File: src/wwt_pkg.sv
// Types and constants for the Winograd weight transform.
// No dependencies.
package wwt_pkg;
  localparam int TapBits   = 16;
  localparam int CoeffBits = 26;

  localparam logic [1:0] CFG_ADDR_TILE_MODE = 2'd0;

  typedef struct packed {
    logic signed [TapBits-1:0] tap_r0_c0;
    logic signed [TapBits-1:0] tap_r0_c1;
    logic signed [TapBits-1:0] tap_r0_c2;
    logic signed [TapBits-1:0] tap_r1_c0;
    logic signed [TapBits-1:0] tap_r1_c1;
    logic signed [TapBits-1:0] tap_r1_c2;
    logic signed [TapBits-1:0] tap_r2_c0;
    logic signed [TapBits-1:0] tap_r2_c1;
    logic signed [TapBits-1:0] tap_r2_c2;
  } in_item_t;

  typedef struct packed {
    logic signed [CoeffBits-1:0] coeff_value;
    logic [2:0]                  out_row;
    logic [2:0]                  out_col;
    logic                        last_of_tile;
  } out_item_t;

  typedef struct packed {
    in_item_t item;
    logic     big;
  } job_t;

  // numerators of G, 4x4 over 2, 5x5 over 6
  function automatic logic signed [3:0] g_num(input logic big, input logic [2:0] i,
                                              input logic [1:0] a);
    logic signed [3:0] v;
    v = 4'sd0;
    if (!big) begin
      case ({i, a})
        {3'd0, 2'd0}: v = 4'sd2;
        {3'd1, 2'd0}: v = 4'sd1;
        {3'd1, 2'd1}: v = -4'sd1;
        {3'd1, 2'd2}: v = 4'sd1;
        {3'd2, 2'd0}: v = 4'sd1;
        {3'd2, 2'd1}: v = 4'sd1;
        {3'd2, 2'd2}: v = 4'sd1;
        {3'd3, 2'd2}: v = 4'sd2;
        default: v = 4'sd0;
      endcase
    end else begin
      case ({i, a})
        {3'd0, 2'd0}: v = 4'sd3;
        {3'd1, 2'd0}: v = -4'sd1;
        {3'd1, 2'd1}: v = 4'sd1;
        {3'd1, 2'd2}: v = -4'sd1;
        {3'd2, 2'd0}: v = -4'sd3;
        {3'd2, 2'd1}: v = -4'sd3;
        {3'd2, 2'd2}: v = -4'sd3;
        {3'd3, 2'd0}: v = 4'sd1;
        {3'd3, 2'd1}: v = 4'sd2;
        {3'd3, 2'd2}: v = 4'sd4;
        {3'd4, 2'd2}: v = 4'sd6;
        default: v = 4'sd0;
      endcase
    end
    return v;
  endfunction
endpackage

File: src/winograd_weight_transform_3x3_core.sv
// Coefficients are offered one per cycle while out_ready does not stall the output.
// Each tile yields 16 coefficients in 4x4 mode and 25 in 5x5 mode.
// Per coefficient: row combination, column combination, scaling and reciprocal
// multiply, divide-by-36 correction (5x5) or shift by two (4x4) into the output register.
// Reset: rst_n synchronous, active low; clears tile_mode, pipeline valids and queue.
// Top level: front end, two-entry queue, back end. Depends on wwt_pkg.
module winograd_weight_transform_3x3_core #(
  parameter int EXTRA_FRAC_BITS = 8
) (
  input  logic               clk,
  input  logic               rst_n,
  input  logic               in_valid,
  output logic               in_ready,
  input  wwt_pkg::in_item_t  in_data,
  output logic               out_valid,
  input  logic               out_ready,
  output wwt_pkg::out_item_t out_data,
  input  logic               cfg_psel,
  input  logic               cfg_penable,
  input  logic               cfg_pwrite,
  input  logic [1:0]         cfg_paddr,
  input  logic [31:0]        cfg_pwdata,
  output logic [31:0]        cfg_prdata,
  output logic               cfg_pready
);
  logic          fq_valid, fq_ready, qb_valid, qb_ready;
  wwt_pkg::job_t fq_data, qb_data;

  wwt_front u_front (
    .clk, .rst_n, .in_valid, .in_ready, .in_data,
    .cfg_psel, .cfg_penable, .cfg_pwrite, .cfg_paddr, .cfg_pwdata,
    .cfg_prdata, .cfg_pready,
    .q_valid(fq_valid), .q_ready(fq_ready), .q_data(fq_data)
  );

  wwt_queue u_queue (
    .clk, .rst_n,
    .wr_valid(fq_valid), .wr_ready(fq_ready), .wr_data(fq_data),
    .rd_valid(qb_valid), .rd_ready(qb_ready), .rd_data(qb_data)
  );

  wwt_back #(.EXTRA_FRAC_BITS(EXTRA_FRAC_BITS)) u_back (
    .clk, .rst_n,
    .q_valid(qb_valid), .q_ready(qb_ready), .q_data(qb_data),
    .out_valid, .out_ready, .out_data
  );
endmodule

File: src/wwt_front.sv
// Front end: APB mode register, input accept and tagging with tile mode.
// Depends on wwt_pkg.
module wwt_front (
  input  logic               clk,
  input  logic               rst_n,
  input  logic               in_valid,
  output logic               in_ready,
  input  wwt_pkg::in_item_t  in_data,
  input  logic               cfg_psel,
  input  logic               cfg_penable,
  input  logic               cfg_pwrite,
  input  logic [1:0]         cfg_paddr,
  input  logic [31:0]        cfg_pwdata,
  output logic [31:0]        cfg_prdata,
  output logic               cfg_pready,
  output logic               q_valid,
  input  logic               q_ready,
  output wwt_pkg::job_t      q_data
);
  logic tile_mode_r;

  always_ff @(posedge clk) begin
    if (!rst_n) begin
      tile_mode_r <= 1'b0;
    end else if (cfg_psel && cfg_penable && cfg_pwrite &&
                 cfg_paddr == wwt_pkg::CFG_ADDR_TILE_MODE) begin
      tile_mode_r <= cfg_pwdata[0];
    end
  end

  assign cfg_pready = 1'b1;
  assign cfg_prdata = (cfg_paddr == wwt_pkg::CFG_ADDR_TILE_MODE) ?
                      {31'd0, tile_mode_r} : 32'd0;

  assign q_valid     = in_valid;
  assign in_ready    = q_ready;
  assign q_data.item = in_data;
  assign q_data.big  = tile_mode_r;
endmodule

File: src/wwt_queue.sv
// Two-entry queue between front and back ends.
// Depends on wwt_pkg.
module wwt_queue (
  input  logic          clk,
  input  logic          rst_n,
  input  logic          wr_valid,
  output logic          wr_ready,
  input  wwt_pkg::job_t wr_data,
  output logic          rd_valid,
  input  logic          rd_ready,
  output wwt_pkg::job_t rd_data
);
  wwt_pkg::job_t mem_r [2];
  logic          wptr_r, rptr_r;
  logic [1:0]    cnt_r;
  logic          wr_en, rd_en;

  assign wr_ready = cnt_r != 2'd2;
  assign rd_valid = cnt_r != 2'd0;
  assign wr_en    = wr_valid && wr_ready;
  assign rd_en    = rd_valid && rd_ready;
  assign rd_data  = mem_r[rptr_r];

  always_ff @(posedge clk) begin
    if (wr_en) begin
      mem_r[wptr_r] <= wr_data;
    end
  end

  always_ff @(posedge clk) begin
    if (!rst_n) begin
      wptr_r <= 1'b0;
      rptr_r <= 1'b0;
      cnt_r  <= 2'd0;
    end else begin
      if (wr_en) wptr_r <= ~wptr_r;
      if (rd_en) rptr_r <= ~rptr_r;
      cnt_r <= cnt_r + {1'b0, wr_en} - {1'b0, rd_en};
    end
  end
endmodule

File: src/wwt_back.sv
// Back end: walks the output tile, row sums, column sum, rounding, output register.
// Depends on wwt_pkg.
module wwt_back #(
  parameter int EXTRA_FRAC_BITS = 8
) (
  input  logic               clk,
  input  logic               rst_n,
  input  logic               q_valid,
  output logic               q_ready,
  input  wwt_pkg::job_t      q_data,
  output logic               out_valid,
  input  logic               out_ready,
  output wwt_pkg::out_item_t out_data
);
  localparam int TapBits    = wwt_pkg::TapBits;
  localparam int RowBits    = TapBits + 6;
  localparam int FullBits   = TapBits + 12;
  localparam int ScBits     = FullBits + EXTRA_FRAC_BITS + 1;
  localparam int RecipShift = TapBits + EXTRA_FRAC_BITS + 7;
  localparam int RecipBits  = RecipShift - 5;
  localparam logic [RecipBits-1:0] Recip =
    RecipBits'((64'd1 << RecipShift) / 64'd36);
  localparam int MulBits    = RecipShift + RecipBits;

  logic [2:0] i_r, j_r;
  logic       big;
  logic [2:0] nmax;
  logic       adv, last_ij;

  // stage 1 registers
  logic                      s1_valid_r;
  logic signed [RowBits-1:0] s1_row_r [3];
  logic [2:0]                s1_i_r, s1_j_r;
  logic                      s1_big_r, s1_last_r;
  // stage 2 registers
  logic                       s2_valid_r;
  logic signed [FullBits-1:0] s2_sum_r;
  logic [2:0]                 s2_i_r, s2_j_r;
  logic                       s2_big_r, s2_last_r;
  // stage 3 registers
  logic                     s3_valid_r;
  logic                     s3_neg_r, s3_big_r, s3_last_r;
  logic [MulBits-1:0]       s3_prod_r;
  logic [ScBits-1:0]        s3_num_r;
  logic [2:0]               s3_i_r, s3_j_r;

  logic out_valid_r;
  wwt_pkg::out_item_t out_r;
  logic stall;

  logic signed [TapBits-1:0]  f [3][3];
  logic signed [RowBits-1:0]  row_nxt [3];
  logic signed [FullBits-1:0] sum_nxt;
  logic [FullBits-1:0]        mag;
  logic [ScBits-1:0]          num_nxt;
  logic [ScBits-1:0]          q;
  logic [ScBits-1:0]          qc;
  logic [ScBits:0]            rem;

  assign big  = q_data.big;
  assign nmax = big ? 3'd4 : 3'd3;
  assign stall = out_valid_r && !out_ready;
  assign adv   = q_valid && !stall;
  assign last_ij = (i_r == nmax) && (j_r == nmax);
  assign q_ready = adv && last_ij;

  always_comb begin
    f[0][0] = q_data.item.tap_r0_c0;
    f[0][1] = q_data.item.tap_r0_c1;
    f[0][2] = q_data.item.tap_r0_c2;
    f[1][0] = q_data.item.tap_r1_c0;
    f[1][1] = q_data.item.tap_r1_c1;
    f[1][2] = q_data.item.tap_r1_c2;
    f[2][0] = q_data.item.tap_r2_c0;
    f[2][1] = q_data.item.tap_r2_c1;
    f[2][2] = q_data.item.tap_r2_c2;
    for (int b = 0; b < 3; b++) begin
      row_nxt[b] = RowBits'(wwt_pkg::g_num(big, i_r, 2'd0)) * RowBits'(f[0][b])
                 + RowBits'(wwt_pkg::g_num(big, i_r, 2'd1)) * RowBits'(f[1][b])
                 + RowBits'(wwt_pkg::g_num(big, i_r, 2'd2)) * RowBits'(f[2][b]);
    end
    sum_nxt = FullBits'(wwt_pkg::g_num(s1_big_r, s1_j_r, 2'd0)) * FullBits'(s1_row_r[0])
            + FullBits'(wwt_pkg::g_num(s1_big_r, s1_j_r, 2'd1)) * FullBits'(s1_row_r[1])
            + FullBits'(wwt_pkg::g_num(s1_big_r, s1_j_r, 2'd2)) * FullBits'(s1_row_r[2]);
    mag = s2_sum_r[FullBits-1] ? FullBits'(-s2_sum_r) : FullBits'(s2_sum_r);
    num_nxt = (ScBits'(mag) << EXTRA_FRAC_BITS)
            + (s2_big_r ? ScBits'(18) : ScBits'(2));
    // divide by 36 via floor reciprocal, low by at most one, then correct
    q   = ScBits'(s3_prod_r >> RecipShift);
    rem = {1'b0, s3_num_r} - (ScBits+1)'(q) * (ScBits+1)'(36);
    qc  = q;
    if (rem >= (ScBits+1)'(72)) qc = q + ScBits'(2);
    else if (rem >= (ScBits+1)'(36)) qc = q + ScBits'(1);
  end

  always_ff @(posedge clk) begin
    if (!rst_n) begin
      i_r <= 3'd0;
      j_r <= 3'd0;
      s1_valid_r <= 1'b0;
      s2_valid_r <= 1'b0;
      s3_valid_r <= 1'b0;
      out_valid_r <= 1'b0;
    end else if (!stall) begin
      if (adv) begin
        if (j_r == nmax) begin
          j_r <= 3'd0;
          i_r <= last_ij ? 3'd0 : i_r + 3'd1;
        end else begin
          j_r <= j_r + 3'd1;
        end
      end
      s1_valid_r  <= adv;
      s2_valid_r  <= s1_valid_r;
      s3_valid_r  <= s2_valid_r;
      out_valid_r <= s3_valid_r;
    end
  end

  always_ff @(posedge clk) begin
    if (!stall) begin
      s1_row_r  <= row_nxt;
      s1_i_r    <= i_r;
      s1_j_r    <= j_r;
      s1_big_r  <= big;
      s1_last_r <= last_ij;
      s2_sum_r  <= sum_nxt;
      s2_i_r    <= s1_i_r;
      s2_j_r    <= s1_j_r;
      s2_big_r  <= s1_big_r;
      s2_last_r <= s1_last_r;
      s3_num_r  <= num_nxt;
      s3_prod_r <= MulBits'(RecipShift'(num_nxt)) * MulBits'(Recip);
      s3_neg_r  <= s2_sum_r[FullBits-1];
      s3_big_r  <= s2_big_r;
      s3_i_r    <= s2_i_r;
      s3_j_r    <= s2_j_r;
      s3_last_r <= s2_last_r;
      out_r.coeff_value <= wwt_pkg::CoeffBits'(s3_big_r ?
        (s3_neg_r ? -qc : qc) :
        (s3_neg_r ? -(s3_num_r >> 2) : (s3_num_r >> 2)));
      out_r.out_row      <= s3_i_r;
      out_r.out_col      <= s3_j_r;
      out_r.last_of_tile <= s3_last_r;
    end
  end

  assign out_valid = out_valid_r;
  assign out_data  = out_r;
endmodule

File: config.mk
export PLATFORM = sky130hd
export DESIGN_NAME = winograd_weight_transform_3x3_core
export DESIGN_NICKNAME = d
export VERILOG_FILES = /design/src/wwt_pkg.sv /design/src/winograd_weight_transform_3x3_core.sv /design/src/wwt_front.sv /design/src/wwt_queue.sv /design/src/wwt_back.sv
export SDC_FILE = /design/constraint.sdc
export NUM_CORES = 2
export LEC_CHECK = 0
export BUFFER_PORTS_ARGS = -buffer_cell sky130_fd_sc_hd__buf_4
export CAP_MARGIN = 20
export CORE_MARGIN = 2
export CORE_UTILIZATION = 55
export DETAILED_ROUTE_END_ITERATION = 10
export PLACE_DENSITY = 0.69
export SLEW_MARGIN = 15
export SYNTH_ARGS = -nofsm -noshare
export SYNTH_HDL_FRONTEND = slang
export SYNTH_SLANG_ARGS = --single-unit
File: constraint.sdc
create_clock -name clk -period 16.1 [get_ports clk]
set_clock_uncertainty 0.2 [all_clocks]
set_input_delay 2.415 -clock clk [delete_from_list [all_inputs] [get_ports clk]]
set_output_delay 2.415 -clock clk [all_outputs]
set_load 0.005 [all_outputs]
==> impl_metrics.env <==
export IMPL_status="completed"
export IMPL_rsz0062_at_grt="no"
export IMPL_finalSetupViolCount=0
export IMPL_portBuffers=189
export IMPL_final_cell_mix="1000 x inv_1, 860 x ha_1, 707 x fa_1"
export IMPL_crit_type="register to register"
export IMPL_final_common_cell="inv_1"
export IMPL_initial_core_util_pct=55.3
export IMPL_vias=44167
export IMPL_final_cells=8120
export IMPL_maxSlewViolCount=0
export IMPL_firstDrtPassIters=6
export IMPL_syn_area_per_cell_um2=10.0
export IMPL_crit_top_cell="fa_1"
export IMPL_max_slew_margin_rel_pct=20.5
export IMPL_crit_path_start_kind="register"
export IMPL_fin_util_pct=59.8
export IMPL_routedWlPerCell_um=18.4
export IMPL_track_usage_pct=25.5
export IMPL_synth_main_ff_cell="edfxtp_1"
export IMPL_hold_buffers=0
export IMPL_seq_area_frac_synth_pct=23.7
export IMPL_drv_cap=0
export IMPL_required_ns=16.29
export IMPL_hold_path_class="register to register"
export IMPL_drive_above_1_share_pct=8.05
export IMPL_ant_nets=0
export IMPL_post_route_min_period_ns=10.27
export IMPL_fmax_ghz=0.0974
export IMPL_synth_cell_types=99
export IMPL_syn_inst=6389
export IMPL_place_hpwl_um=123000
export IMPL_async_flop_share_pct=0
export IMPL_synth_simple_area_share_pct=11.3
export IMPL_drt_vias_per_instance=5.44
export IMPL_cts_buffers_inserted=61
export IMPL_synth_edf_count=496
export IMPL_fp_row_count=125
export IMPL_core_region_area_um2=116000
export IMPL_cp_slowest_stage_delay_ns=0.79
export IMPL_cts_num_sinks=512
export IMPL_grt_max_degree=100
export IMPL_root_buffer="clkbuf_16"
export IMPL_ys_ff_latch=512
export IMPL_period_share_pct=63.8
export IMPL_fin_area_um2=69400
export IMPL_fin_nets=8297
export IMPL_area_growth_pct=8.17
export IMPL_die_area_um2=119000
export IMPL_clk_latency_ns=0.69
export IMPL_fin_setup_tns_ns=0
export IMPL_synth_xor_area_share_pct=5.96
export IMPL_drtIter0Drc=2216
export IMPL_syn_area_um2=64200
export IMPL_cts_resized_gates=0
export IMPL_report_final_hold_viol_count=0
export IMPL_critPathSlowestCell="xor2_1"
export IMPL_cp_max_fo=60
export IMPL_cts_path_max_buffers=3
export IMPL_die_x_um=346
export IMPL_h_tree_depth=2
export IMPL_cts_tree="done"
export IMPL_synth_compound_area_share_pct=8.84
export IMPL_routabilityCongestion=0.917
export IMPL_synthMuxAreaShare_pct=4.26
export IMPL_antenna_found_initial=2
export IMPL_grt_pass1_vias=45706
export IMPL_crit_path_end_kind="register"
export IMPL_wirelength_um=149000
export IMPL_route_detailed_drc=0
export IMPL_post_cts_buffers=0
export IMPL_n_fill_cell=9845
export IMPL_synth_top_family_by_area="adder cells"
export IMPL_dpl_cell_count=8006
export IMPL_clk_pin_slew_worst_paths_ns=0.06
export IMPL_grt_overflow_total=0
export IMPL_ios=253
export IMPL_post_dp_cell_area_um2=67300
export IMPL_crit_arrival_ns=10.46
export IMPL_synth_fa_ha_area_share_pct=38.8
export IMPL_fp_dieH_um=346
export IMPL_worst_pin_slew_ns=1.18
export IMPL_synth_warnings=0
export IMPL_grt_pass1_wl_um=243000
area by class of cell:
cell class	instances	area [µm²]	area share, %
antenna	2	5.00	0.00721
clock buffer	69	1610	2.32
clock inverter	43	485	0.699
inverter	1004	3780	5.44
multi-input combinational	4720	44600	64.2
sequential	512	15200	21.9
tap	1524	1910	2.75
timing repair buffer	246	1860	2.68
path summary, 6_finish.rpt:
kind | startpoint | end | slack, ns | depth (start not counted)
worst max-delay path | u_back.s1_j_r[1] | u_back.s2_sum_r[26] | 5.83 | 36
worst min register to register | u_back.s3_j_r[0] | u_back.out_data[1] | 0.22 | 0
worst max register to register | u_back.s1_j_r[1] | u_back.s2_sum_r[26] | 5.83 | 36
worst min-delay path | u_back.s3_j_r[0] | u_back.out_data[1] | 0.22 | 0
state kept, by name (all words and copies together), names as in the netlist, 2 cells and up, named ones only:
| signal | cells |
|---|---|
| u_back.s3_i_r | 3 |
| u_back.i_r | 3 |
| u_back.s2_i_r | 3 |
| u_back.out_data | 33 |
| u_queue.mem_r | 290 |
| u_back.s3_j_r | 3 |
| u_back.j_r | 3 |
| u_back.s2_j_r | 3 |
| u_queue.cnt_r | 2 |
| u_back.s2_sum_r | 28 |
| u_back.s1_i_r | 3 |
| u_back.s3_num_r | 28 |
| u_back.s3_prod_r | 27 |
| u_back.s1_j_r | 3 |
| u_back.s1_row_r | 66 |
logic make-up (layout without fill, tap and decap cells):
logic type	count (synthesis)	in the layout
other	2	34
AO/OA/AOI/OAI	866	866
multiplexers	259	259
flip-flops	512	512
AND/OR/NAND/NOR	1565	1565
adder cells (fa/ha/maj)	1567	1567
buffers and inverters	1187	1362
XOR/XNOR	431	431
critical path, delay by kind of cell, from the launching register on:
kind	cells	cell delay (ns)
and+or+nand+nor	6	0.92
DFF	1	0.55
AOI/OAI and AO/OA	15	3.11
adders and majority gates	7	2.89
buffers and inverters	6	1.26
xor gates and xnor gates	2	1.01
routing by layer:
metal	vias up	share of wire (%)	GRT usage [%]
li1	21562	-	-
met5	-	0	0
met1	21483	42	32.0
met4	0	3.6	8.58
met2	921	50	46.0
met3	201	4.1	2.59
Yosys cell counts, types with 7 or more instances:
library cell	n	area (µm²)
nor4_1	16	100
clkbuf_1	109	409
o31a_1	8	70.1
o22ai_1	11	68.8
fa_1	707	14200
or2_2	14	87.6
nor3_1	68	340
a31oi_1	19	119
nand2b_1	84	526
buf_1	29	109
a211o_1	7	61.3
a21o_1	64	480
or3_1	50	313
mux2_2	110	1240
o2111ai_1	8	70.1
and2_1	121	757
nand4_1	14	87.6
xor2_1	93	815
a31o_2	11	96.3
mux2i_1	148	1480
a21oi_1	279	1400
o21a_1	32	240
nand2_1	624	2340
o211ai_1	21	158
a21boi_0	23	173
a211oi_1	24	180
edfxtp_1	496	14900
o21bai_1	118	886
xnor2_1	333	2920
nor2b_1	44	275
buf_4	33	248
nor2_1	386	1450
o41ai_1	10	87.6
inv_1	1001	3760
buf_2	12	60.1
and3_1	28	175
or4_1	13	97.6
nand3_1	66	330
ha_1	860	10800
nand3b_1	8	60.1
a41oi_1	10	87.6
o31ai_1	23	173
o21ai_0	130	651
dfxtp_1	16	320
stage by stage:
step / setup slack (ns) / hold slack, ns
after floorplan: 6.71 / 0.200
after global placement: 6.08 / 0.203
after detailed placement: 5.93 / 0.205
after CTS: 5.88 / 0.219
after global routing: 5.01 / 0.226
final: 5.83 / 0.218
Power is left out: the tool's default activity adds up to more than one toggle a clock period on the data nets, which glitch-free logic cannot reach.
